## config.mk

```make
export PLATFORM = sky130hd
export DESIGN_NAME = pulse_induction_metal_sense
export DESIGN_NICKNAME = d
export VERILOG_FILES = /design/src/sv/pims_pkg.sv /design/src/sv/pims_div.sv /design/src/sv/pulse_induction_metal_sense.sv
export SDC_FILE = /design/constraint.sdc
export NUM_CORES = 1
export LEC_CHECK = 0
export ABC_AREA = 1
export BUFFER_PORTS_ARGS = -buffer_cell sky130_fd_sc_hd__buf_2
export CORE_UTILIZATION = 65
export DETAILED_ROUTE_END_ITERATION = 7
export PLACE_DENSITY_LB_ADDON = 0.1
export SYNTH_ARGS = -nofsm -noshare
export SYNTH_HDL_FRONTEND = slang
export SYNTH_SLANG_ARGS = --single-unit
```

## constraint.sdc

```tcl
create_clock -name clk -period 5.14 [get_ports clk]
set_clock_uncertainty 0.1 [all_clocks]
set_input_delay 1.285 -clock clk [delete_from_list [all_inputs] [get_ports clk]]
set_output_delay 1.285 -clock clk [all_outputs]
set_load 0.05 [all_outputs]
```

## src/sv/pims_pkg.sv

```systemverilog
// ----------------------------------------------------------------------------
// pims_pkg
// Shared types and constants for the pulse induction metal sensor.
// ----------------------------------------------------------------------------
package pims_pkg;

    localparam int CONV_BITS  = 10;
    localparam int CONV_W     = 10;
    localparam int SUM_W      = 18;
    localparam int CNT_W      = 8;
    localparam int TICK_W     = 16;
    localparam int HALF_W     = 9;
    localparam int AVG_W      = 10;
    localparam int CFG_ADDR_W = 3;
    localparam int CFG_DATA_W = 16;
    localparam int DIV_STEPS  = SUM_W;
    localparam int DIV_CNT_W  = $clog2(DIV_STEPS);

    localparam logic [CONV_W-1:0] CONV_MASK = (CONV_BITS >= CONV_W) ? {CONV_W{1'b1}} :
                                              CONV_W'((1 << CONV_BITS) - 1);
    localparam logic [AVG_W-1:0]  AVG_MAX   = {AVG_W{1'b1}};

    typedef enum logic [2:0] {
        PH_IDLE,
        PH_DISCH,
        PH_HIGH,
        PH_LOW,
        PH_START,
        PH_WAIT
    } phase_t;

    typedef enum logic [CFG_ADDR_W-1:0] {
        CFG_DISCHARGE   = 3'd0,
        CFG_HALF_PERIOD = 3'd1,
        CFG_PULSES      = 3'd2,
        CFG_SAMPLES     = 3'd3,
        CFG_THRESHOLD   = 3'd4
    } cfg_idx_t;

    typedef struct packed {
        logic busy;
        logic done;
    } div_stat_t;

endpackage

```

## src/sv/pims_div.sv

```systemverilog
// ----------------------------------------------------------------------------
// pims_div
// Restoring divider, one quotient bit per clock, for the sample average.
// ----------------------------------------------------------------------------
module pims_div
    import pims_pkg::*;
(
    input  logic             clk,
    input  logic             rst_n,
    input  logic             start,
    input  logic [SUM_W-1:0] dividend,
    input  logic [CNT_W-1:0] divisor,
    output div_stat_t        stat,
    output logic [SUM_W-1:0] quotient
);

    logic                 busy_reg, busy_next;
    logic [DIV_CNT_W-1:0] step_reg, step_next;
    logic [SUM_W-1:0]     quo_reg, quo_next;
    logic [CNT_W-1:0]     rem_reg, rem_next;
    logic [CNT_W-1:0]     dvs_reg, dvs_next;

    logic [CNT_W:0]       trial;
    logic [CNT_W:0]       diff;
    logic                 ge;
    logic [SUM_W-1:0]     quo_shift;
    logic                 last;

    always_comb
    begin
        trial     = {rem_reg, quo_reg[SUM_W-1]};
        ge        = trial >= {1'b0, dvs_reg};
        diff      = ge ? (trial - {1'b0, dvs_reg}) : trial;
        quo_shift = {quo_reg[SUM_W-2:0], ge};
        last      = step_reg == DIV_CNT_W'(DIV_STEPS - 1);

        busy_next = busy_reg;
        step_next = step_reg;
        quo_next  = quo_reg;
        rem_next  = rem_reg;
        dvs_next  = dvs_reg;

        if (start)
        begin
            busy_next = 1'b1;
            step_next = '0;
            quo_next  = dividend;
            rem_next  = '0;
            dvs_next  = divisor;
        end
        else if (busy_reg)
        begin
            quo_next  = quo_shift;
            rem_next  = diff[CNT_W-1:0];
            step_next = step_reg + 1'b1;
            if (last)
            begin
                busy_next = 1'b0;
            end
        end
    end

    always_ff @(posedge clk or negedge rst_n)
    begin
        if (!rst_n)
        begin
            busy_reg <= 1'b0;
            step_reg <= '0;
        end
        else
        begin
            busy_reg <= busy_next;
            step_reg <= step_next;
        end
    end

    always_ff @(posedge clk)
    begin
        quo_reg <= quo_next;
        rem_reg <= rem_next;
        dvs_reg <= dvs_next;
    end

    assign stat.busy = busy_reg;
    assign stat.done = busy_reg && last;
    assign quotient  = quo_shift;

endmodule

```

## src/sv/pulse_induction_metal_sense.sv

```systemverilog
// ----------------------------------------------------------------------------
// pulse_induction_metal_sense
// Tick-driven pulse induction sensor sequencer with a serial average divider.
// ----------------------------------------------------------------------------
// Each input beat is one microsecond tick carrying the start request and the
// converter handshake; each accepted tick yields exactly one output beat with
// the capacitor, coil and convert pin levels plus busy, done, metal flag and
// the last average. Registers are written through cfg_we/cfg_addr/cfg_data;
// the user must write them only while the block is idle, which the block does
// not enforce itself; writes to unused indexes are dropped. An ordinary tick's
// output beat is registered, valid the cycle after the input beat is taken. The
// tick that takes the last conversion of a measurement starts the restoring
// divider, which works through the sample sum one bit at a time; its output
// beat is registered when the divide ends, and s_tready stays low while it is busy.
// The single output register lets a new tick be taken in the cycle its
// predecessor's beat is drained; while m_tready is low and a beat waits,
// s_tready is low and nothing is lost.
// Reset loads the default register values, returns the sequencer to idle,
// clears the stored average and metal flag and empties the output register.
// ----------------------------------------------------------------------------
module pulse_induction_metal_sense
    import pims_pkg::*;
(
    input  logic                  clk,
    input  logic                  rst_n,
    input  logic                  s_tvalid,
    output logic                  s_tready,
    input  logic [15:0]           s_tdata,   // start_req, conv_done, conv_value[9:0], pad
    output logic                  m_tvalid,
    input  logic                  m_tready,
    output logic [15:0]           m_tdata,   // cap_drive_low, coil_pulse, conv_start,
                                             // busy_res, done_res, metal_found, average[9:0]
    input  logic                  cfg_we,
    input  logic [CFG_ADDR_W-1:0] cfg_addr,
    input  logic [CFG_DATA_W-1:0] cfg_data
);

    logic [TICK_W-1:0] disch_reg, disch_next;
    logic [TICK_W-1:0] half_per_reg, half_per_next;
    logic [CNT_W-1:0]  pulses_reg, pulses_next;
    logic [CNT_W-1:0]  samples_reg, samples_next;
    logic [AVG_W-1:0]  thr_reg, thr_next;

    phase_t            phase_reg, phase_next;
    logic [TICK_W-1:0] tick_reg, tick_next;
    logic [HALF_W-1:0] half_reg, half_next;
    logic [CNT_W-1:0]  count_reg, count_next;
    logic [SUM_W-1:0]  sum_reg, sum_next;
    logic [AVG_W-1:0]  avg_reg, avg_next;
    logic              metal_reg, metal_next;
    logic              m_valid_reg, m_valid_next;
    logic [15:0]       m_data_reg, m_data_next;

    logic              in_fire;
    logic              start_req;
    logic              conv_done;
    logic [CONV_W-1:0] conv_value;
    logic              cap, coil, cstart, busy;
    logic              load_out;
    logic              div_start;
    logic [TICK_W-1:0] tick_inc;
    div_stat_t         div_stat;
    logic [SUM_W-1:0]  quotient;
    logic [AVG_W-1:0]  avg_sat;
    logic              metal_new;

    pims_div u_div
    (
        .clk      (clk),
        .rst_n    (rst_n),
        .start    (div_start),
        .dividend (sum_next),
        .divisor  (count_next),
        .stat     (div_stat),
        .quotient (quotient)
    );

    assign s_tready   = !div_stat.busy && (!m_valid_reg || m_tready);
    assign in_fire    = s_tvalid && s_tready;
    assign start_req  = s_tdata[0];
    assign conv_done  = s_tdata[1];
    assign conv_value = s_tdata[CONV_W+1:2] & CONV_MASK;
    assign tick_inc   = tick_reg + 1'b1;

    // saturate the quotient to the average range
    assign avg_sat   = (|quotient[SUM_W-1:AVG_W]) ? AVG_MAX : quotient[AVG_W-1:0];
    assign metal_new = avg_sat <= thr_reg;

    always_comb
    begin
        disch_next    = disch_reg;
        half_per_next = half_per_reg;
        pulses_next   = pulses_reg;
        samples_next  = samples_reg;
        thr_next      = thr_reg;

        if (cfg_we)
        begin
            unique case (cfg_idx_t'(cfg_addr))
                CFG_DISCHARGE:   disch_next    = cfg_data[TICK_W-1:0];
                CFG_HALF_PERIOD: half_per_next = cfg_data[TICK_W-1:0];
                CFG_PULSES:      pulses_next   = cfg_data[CNT_W-1:0];
                CFG_SAMPLES:     samples_next  = cfg_data[CNT_W-1:0];
                CFG_THRESHOLD:   thr_next      = cfg_data[AVG_W-1:0];
                default:         ;
            endcase
        end
    end

    always_comb
    begin
        phase_next = phase_reg;
        tick_next  = tick_reg;
        half_next  = half_reg;
        count_next = count_reg;
        sum_next   = sum_reg;
        cap        = 1'b0;
        coil       = 1'b0;
        cstart     = 1'b0;
        busy       = 1'b1;
        load_out   = 1'b0;
        div_start  = 1'b0;

        if (in_fire)
        begin
            load_out = 1'b1;
            unique case (phase_reg)
                PH_DISCH:
                begin
                    cap       = 1'b1;
                    tick_next = tick_inc;
                    if (tick_inc >= disch_reg)
                    begin
                        tick_next  = '0;
                        half_next  = '0;
                        phase_next = PH_HIGH;
                    end
                end
                PH_HIGH:
                begin
                    coil      = 1'b1;
                    tick_next = tick_inc;
                    if (tick_inc >= half_per_reg)
                    begin
                        tick_next  = '0;
                        phase_next = PH_LOW;
                    end
                end
                PH_LOW:
                begin
                    tick_next = tick_inc;
                    if (tick_inc >= half_per_reg)
                    begin
                        tick_next  = '0;
                        half_next  = half_reg + 1'b1;
                        phase_next = ((half_reg + 1'b1) >= {1'b0, pulses_reg}) ?
                                     PH_START : PH_HIGH;
                    end
                end
                PH_START:
                begin
                    cstart     = 1'b1;
                    phase_next = PH_WAIT;
                end
                PH_WAIT:
                begin
                    if (conv_done)
                    begin
                        sum_next   = sum_reg + SUM_W'(conv_value);
                        count_next = count_reg + 1'b1;
                        tick_next  = '0;
                        if ((count_reg + 1'b1) >= samples_reg)
                        begin
                            // final sample: the beat goes out when the divide ends
                            div_start  = 1'b1;
                            load_out   = 1'b0;
                            phase_next = PH_IDLE;
                        end
                        else
                        begin
                            phase_next = PH_DISCH;
                        end
                    end
                end
                PH_IDLE:
                begin
                    busy = 1'b0;
                    if (start_req)
                    begin
                        tick_next  = '0;
                        half_next  = '0;
                        count_next = '0;
                        sum_next   = '0;
                        phase_next = PH_DISCH;
                    end
                end
                default:
                begin
                    busy       = 1'b0;
                    phase_next = PH_IDLE;
                end
            endcase
        end
    end

    always_comb
    begin
        avg_next     = avg_reg;
        metal_next   = metal_reg;
        m_valid_next = m_valid_reg;
        m_data_next  = m_data_reg;

        if (div_stat.done)
        begin
            avg_next     = avg_sat;
            metal_next   = metal_new;
            m_valid_next = 1'b1;
            m_data_next  = {avg_sat, metal_new, 1'b1, 1'b1, 1'b0, 1'b0, 1'b0};
        end
        else if (load_out)
        begin
            m_valid_next = 1'b1;
            m_data_next  = {avg_reg, metal_reg, 1'b0, busy, cstart, coil, cap};
        end
        else if (m_tready)
        begin
            m_valid_next = 1'b0;
        end
    end

    always_ff @(posedge clk or negedge rst_n)
    begin
        if (!rst_n)
        begin
            disch_reg    <= TICK_W'(500);
            half_per_reg <= TICK_W'(85);
            pulses_reg   <= CNT_W'(8);
            samples_reg  <= CNT_W'(40);
            thr_reg      <= AVG_W'(999);
            phase_reg    <= PH_IDLE;
            tick_reg     <= '0;
            half_reg     <= '0;
            count_reg    <= '0;
            sum_reg      <= '0;
            avg_reg      <= '0;
            metal_reg    <= 1'b0;
            m_valid_reg  <= 1'b0;
        end
        else
        begin
            disch_reg    <= disch_next;
            half_per_reg <= half_per_next;
            pulses_reg   <= pulses_next;
            samples_reg  <= samples_next;
            thr_reg      <= thr_next;
            phase_reg    <= phase_next;
            tick_reg     <= tick_next;
            half_reg     <= half_next;
            count_reg    <= count_next;
            sum_reg      <= sum_next;
            avg_reg      <= avg_next;
            metal_reg    <= metal_next;
            m_valid_reg  <= m_valid_next;
        end
    end

    always_ff @(posedge clk)
    begin
        m_data_reg <= m_data_next;
    end

    assign m_tvalid = m_valid_reg;
    assign m_tdata  = m_data_reg;

    a_div_blocks_input: assert property (@(posedge clk) disable iff (!rst_n)
        div_stat.busy |-> !s_tready)
        else $error("input taken while divider runs");

    a_div_nonzero: assert property (@(posedge clk) disable iff (!rst_n)
        div_stat.busy |-> (count_reg != '0))
        else $error("divide with zero sample count");

    a_div_result_out: assert property (@(posedge clk) disable iff (!rst_n)
        div_stat.done |=> (m_valid_reg && m_data_reg[4] && m_data_reg[3]))
        else $error("divider result did not reach the output beat");

    a_pins_exclusive: assert property (@(posedge clk) disable iff (!rst_n)
        m_valid_reg |-> $onehot0(m_data_reg[2:0]))
        else $error("more than one pin active in one tick");

    a_done_is_busy: assert property (@(posedge clk) disable iff (!rst_n)
        (m_valid_reg && m_data_reg[4]) |-> m_data_reg[3])
        else $error("done beat without busy");

endmodule
```

==> metrics.yaml, run 1 <==
route:
  drtAntennaViolNets: 0
  drt_iter0_markers: 675
  wl_per_cell_microns: 14.6
  viasPerCell: 5.32
  wl_microns: 23100
  drc: 0
  drt-pass1-iter-count: 5
  vias: 8410
setup_path:
  worst_setup_path_start_kind: "flop"
  critPathSlowestCell: "dfrtp_1"
  critPathMaxStageDelay_ps: 420
  crit_path_cell_trace: "inv_1, nor3_1, nand3_1, nor3_1, xor2_1, ha_1, nand2_1, nor2_1, nand4_1, nand3_1, nand2_2, nand2_2, nand2_2, or2_2"
  end_kind: "flop"
  crit_fanout: 17
  crit_required_ps: 5370
  path_common_cell: "nand2_2"
  cp.arrival_ps: 3750
  crit_type: "flop to flop"
logic_synthesis:
  synth.distinct_cells: 50
  ys_seq_area_frac: 0.443
  synth_top_area_share: 0.260
  ys.flop_type: "dfrtp_1"
  synthArstFlopShare: 0.722
  yosys.area.top_type: "dfrtp_1"
  synth_fp_nets: 1421
  syn_inst: 1298
  synthTopCellsByArea: "dfrtp_1, nand2_1, edfxtp_1"
  syn_avg_cell_area_sq_um: 8.09
  ys_seq_elements: 180
  netlist_area_sq_um: 10500
  synth_edf_count: 37
  yosys_warnings: 0
timing:
  slew_violations: 0
  rsz0062_at_grt: "false"
  fin_tns_setup_ps: 0
  max_slew_margin: 0.267
  worst_slew_pin_slew_ps: 1100
  period_needed_ps: 3530
  post-route-period-util: 0.686
  hold_viol_final: 0
  setup_viol: 0
  fmax_mhz: 284
clock_network:
  clockBufferDepth: 2
  cts_setup_buffers: 0
  cts_root_buf: "clkbuf_16"
  clk_pin_slew_ps: 70
  clk_latency_ps: 440
  cts_htree_levels: 4
  cts_num_sinks: 180
  cts_made_buffers: 17
  cts_tree: "done"
  cts-resized-gates: 0
  hold_buffers: 0
global_routing:
  track_usage: 0.297
  antenna_found_initial: 0
  grt_pass1_vias: 8026
  grt_pass1_wl_microns: 37900
  grt_max_degree: 75
  overflow: 0
floorplanning:
  fp.dieW_microns: 129
  io_pins: 58
  chipHeight_microns: 129
  initial_core_util: 0.663
  core_sq_um: 15800
  rows: 46
  fp.dieArea_sq_um: 16700
power:
  vdd_drop_max_mv: 0.332
  leakage_uw: 0.00596
  power.density_nw_per_um2: 381
  total_power_uw: 4390
cells_and_area:
  area_growth_pct: 9.78
  drive_gt1_frac: 0.120
  final_common_cell: "nand2_1"
  nets: 1474
  diodes: 0
  mostFrequentLayoutCells: "nand2_1, inv_1, o21ai_0"
place:
  gp_congestion: 0.912
  portBuffers: 53
  hpwl_microns: 17200
status:
  status: "completed"
hold_path:
  hold_class: "flop to flop"
flow_run:
  drv_cap: 0
[cell type report]
| class | count | area (sq um) |
|---|---|---|
| clock inverter | 15 | 146 |
| fill | 1258 | 4300 |
| sequential | 180 | 4650 |
| timing repair buffer | 57 | 298 |
| inverter | 218 | 823 |
| clock buffer | 17 | 425 |
| multi-input combinational | 877 | 4910 |
| tap | 216 | 270 |
[stage by stage]
| step | util | std cells | hold slack (ps) | cell area (sq um) | setup WS (ps) |
|---|---|---|---|---|---|
| global route | 0.728 | 1580 | 368 | 11500 | 1220 |
| detailed placement | 0.692 | 1548 | 340 | 11000 | 1490 |
| finish | 0.728 | 1580 | 351 | 11500 | 1610 |
| CTS | 0.728 | 1580 | 354 | 11500 | 1640 |
| global placement | 0.692 | 1548 | 335 | 11000 | 1500 |
| floorplan | - | 1298 | 345 | 10500 | 1920 |
[final timing paths]
path	cells past startpoint	from	slack, ps	endpoint
max	14	count_reg[2]	1610	m_tvalid
min	2	m_tdata[4]	350	m_tdata[4]
max reg2reg	14	count_reg[2]	1610	m_tvalid
min reg2reg	2	m_tdata[4]	350	m_tdata[4]
max in group asynchronous	2	rst_n	3030	half_per_reg[6]
min in group asynchronous	1	rst_n	890	avg_reg[8]
[synth_stat cells (2+ instances only)]
| cell type | n |
|---|---|
| o22ai_1 | 5 |
| o21ai_0 | 116 |
| inv_4 | 2 |
| nor3_1 | 14 |
| dfstp_2 | 21 |
| buf_6 | 2 |
| o21bai_1 | 3 |
| o21a_1 | 5 |
| a22oi_1 | 4 |
| dfrtp_1 | 109 |
| nand2_1 | 354 |
| or2_2 | 10 |
| nor2_8 | 3 |
| a2bb2oi_1 | 2 |
| a21o_1 | 3 |
| nand2_2 | 8 |
| nor4_1 | 4 |
| o21ai_2 | 10 |
| buf_2 | 5 |
| nor2_2 | 3 |
| xnor2_1 | 9 |
| ha_1 | 81 |
| nor2_1 | 67 |
| clkbuf_1 | 14 |
| a31oi_1 | 2 |
| edfxtp_1 | 37 |
| inv_2 | 8 |
| a21oi_1 | 44 |
| inv_1 | 207 |
| nand2_4 | 3 |
| nand3_1 | 65 |
| o211ai_1 | 3 |
| nand4_1 | 13 |
| o21ai_1 | 3 |
| nand3b_1 | 4 |
| dfxtp_1 | 13 |
| fa_1 | 2 |
| nor2_4 | 3 |
| xor2_1 | 26 |
[worst max-delay path: cells and delay by family, from the launching register on]
kind | cells | cell delay (ps)
XOR/XNOR | 1 | 290
adder cells (fa/ha/maj) | 1 | 190
buffers and inverters | 1 | 70
flip-flops | 1 | 420
AND/OR/NAND/NOR | 11 | 2330
[layer usage]
| metal | track usage | routed length [microns] | up-vias |
|---|---|---|---|
| li1 | - | - | 4286 |
| met1 | 0.397 | 10600 | 3916 |
| met2 | 0.496 | 11100 | 173 |
| met3 | 0.0528 | 906 | 35 |
| met4 | 0.0907 | 466 | 0 |
| met5 | 0 | 0 | - |
[power by group]
group	total (uW)	internal [uW]	switching (uW)
Sequential	1820	1670	153
Combinational	1290	432	854
Clock	1280	683	602
Total	4390	2790	1610
[cell families (layout without fill, tap and decap cells)]
family / Yosys count / after routing / share of synthesized area
compound gates: 204 / 204 / 0.108
xor+xnor: 35 / 35 / 0.0292
fa+ha+maj: 83 / 83 / 0.100
buf+inv: 241 / 307 / 0.0891
flops: 180 / 180 / 0.443
simple gates: 555 / 555 / 0.230
Note: power is estimated with default switching activity, not from simulation.
==> inputs of run 2 (changes only) <==
- CORE_UTILIZATION: 65 -> 56
- clock period: 5.14 -> 3.2 ns (I/O delays scaled with it)
==> run 2 against run 1 <==
Fmax grew 17%. Hold slack lost 140 ps. Via count is essentially flat. Final cell count grew 2.2%. Sequential power grew 60%. Sequential share of layout area shrank 1.2 points. Combinational power grew 71%. Largest power group unchanged. Count of clock-buffer cells in the layout grew 6.
==> metrics.yaml, run 2 (same netlist as run 1, synthesis figures left out) <==
setup_path:
  cp.arrival_ps: 3230
  path_common_cell: "nand2_1"
  crit_fanout: 8
  crit_required_ps: 3410
  crit_type: "flop to flop"
  critPathMaxStageDelay_ps: 380
  critPathSlowestCell: "dfrtp_1"
  worst_setup_path_start_kind: "flop"
  end_kind: "flop"
  crit_path_cell_trace: "ha_2, nand3_2, inv_1, nand3_1, nor2_2, nand2_1, nor3_2, nor2_2, ha_1, nand2_1, nor3_2, buf_4, nand2_1, nand4_1, nand2_2, buf_4, nand3_1, o21ai_0"
power:
  total_power_uw: 7300
  power.density_nw_per_um2: 615
  leakage_uw: 0.00612
  vdd_drop_max_mv: 0.427
floorplanning:
  fp.dieW_microns: 139
  io_pins: 58
  chipHeight_microns: 139
  core_sq_um: 18100
  fp.dieArea_sq_um: 19300
  initial_core_util: 0.579
  rows: 49
route:
  drtAntennaViolNets: 0
  drc: 0
  viasPerCell: 5.21
  drt-pass1-iter-count: 7
  wl_per_cell_microns: 14.5
  drt_iter0_markers: 504
  wl_microns: 23300
  vias: 8411
timing:
  fin_tns_setup_ps: 0
  hold_viol_final: 0
  hold_slack_ps: 215
  setup_viol: 0
  fmax_mhz: 331
  slew_violations: 0
  period_needed_ps: 3020
  worst_slew_pin_slew_ps: 682
  max_slew_margin: 0.544
  post-route-period-util: 0.944
cells_and_area:
  final_common_cell: "nand2_1"
  finalNonFillerCells: 1615
  area_growth_pct: 13.2
  n_fill_cell: 1554
  nets: 1496
  drive_gt1_frac: 0.146
  diodes: 0
  mostFrequentLayoutCells: "nand2_1, inv_1, o21ai_0"
hold_path:
  hold_class: "primary input to asynchronous set/reset pin"
flow_run:
  drv_cap: 0
clock_network:
  clk_pin_slew_ps: 70
  clockBufferDepth: 2
  hold_buffers: 0
  cts_htree_levels: 4
  cts_tree: "done"
  clk_latency_ps: 430
  cts_num_sinks: 180
  cts_root_buf: "clkbuf_16"
  cts_made_buffers: 17
status:
  status: "completed"
global_routing:
  overflow: 0
  grt_pass1_vias: 8078
  antenna_found_initial: 1
  grt_pass1_wl_microns: 39000
  grt_max_degree: 56
  track_usage: 0.257
place:
  dp_cells: 1581
  hpwl_microns: 17600
  portBuffers: 53
  gp_congestion: 0.883
## run 2: cell types whose count changed in the layout (fill, tap and decap cells not counted), moves of 4 or more
cell    previous run  this run
nor3_2             1         6
inv_8              4         0
nor2_1            67        63
buf_4              5        23
nor3_1            14         9
## run 2: cell type report
type	instances	area, sq um	area share
multi-input combinational	877	4990	0.420
inverter	218	823	0.0693
sequential	180	4650	0.391
timing repair buffer	79	504	0.0424
clock buffer	23	542	0.0456
tap	229	287	0.0241
clock inverter	9	86.3	0.00727
## run 2: metrics by stage
| stage | setup slack, ps | utilization | instance area [sq um] |
|---|---|---|---|
| 6_report | 179 | 0.655 | 11900 |
| 5_1_grt | -8.47 | 0.655 | 11900 |
| 3_3_place_gp | 121 | 0.614 | 11100 |
| 4_1_cts | 14.1 | 0.649 | 11800 |
| 2_1_floorplan | 441 | - | 10500 |
| 3_5_place_dp | 67.0 | 0.614 | 11100 |
## run 2: final timing paths
check / startpoint / endpoint / slack, ps / depth (start not counted)
worst max-delay path: tick_reg[0] / tick_reg[11] / 180 / 18
worst min-delay path: rst_n / avg_reg[6] / 210 / 1
worst max register to register: tick_reg[0] / tick_reg[11] / 180 / 18
worst min register to register: m_tdata[4] / m_tdata[4] / 360 / 2
max in group asynchronous: rst_n / half_per_reg[0] / 1950 / 2
min in group clk: m_tdata[4] / m_tdata[4] / 360 / 2
## run 2: timing repair
action | CTS | global route
buffers inserted | 0 | 2
setup endpoints to repair | 0 | 105
hold endpoints to repair | 0 | 0
gates resized for setup | 0 | 18
## run 2: routing by layer
layer	up-vias	share of wire	GRT usage	wire (microns)
li1	4313	-	-	-
met1	3901	0.47	0.348	10900
met2	175	0.48	0.430	11200
met3	22	0.042	0.0380	974
met4	0	0.014	0.0737	321
met5	-	0	0	0
## run 2: critical path, delay by kind of cell (launching register included)
family,cells,cell delay [ps]
simple gates,12,1400
fa+ha+maj,2,510
buf+inv,3,400
flops,1,380
compound gates,1,90
## run 2: power by group
part,internal (uW),leakage (uW),switching (uW)
registers,2690,0.00206,234
clock network,1280,0.000307,908
logic,784,0.00375,1410
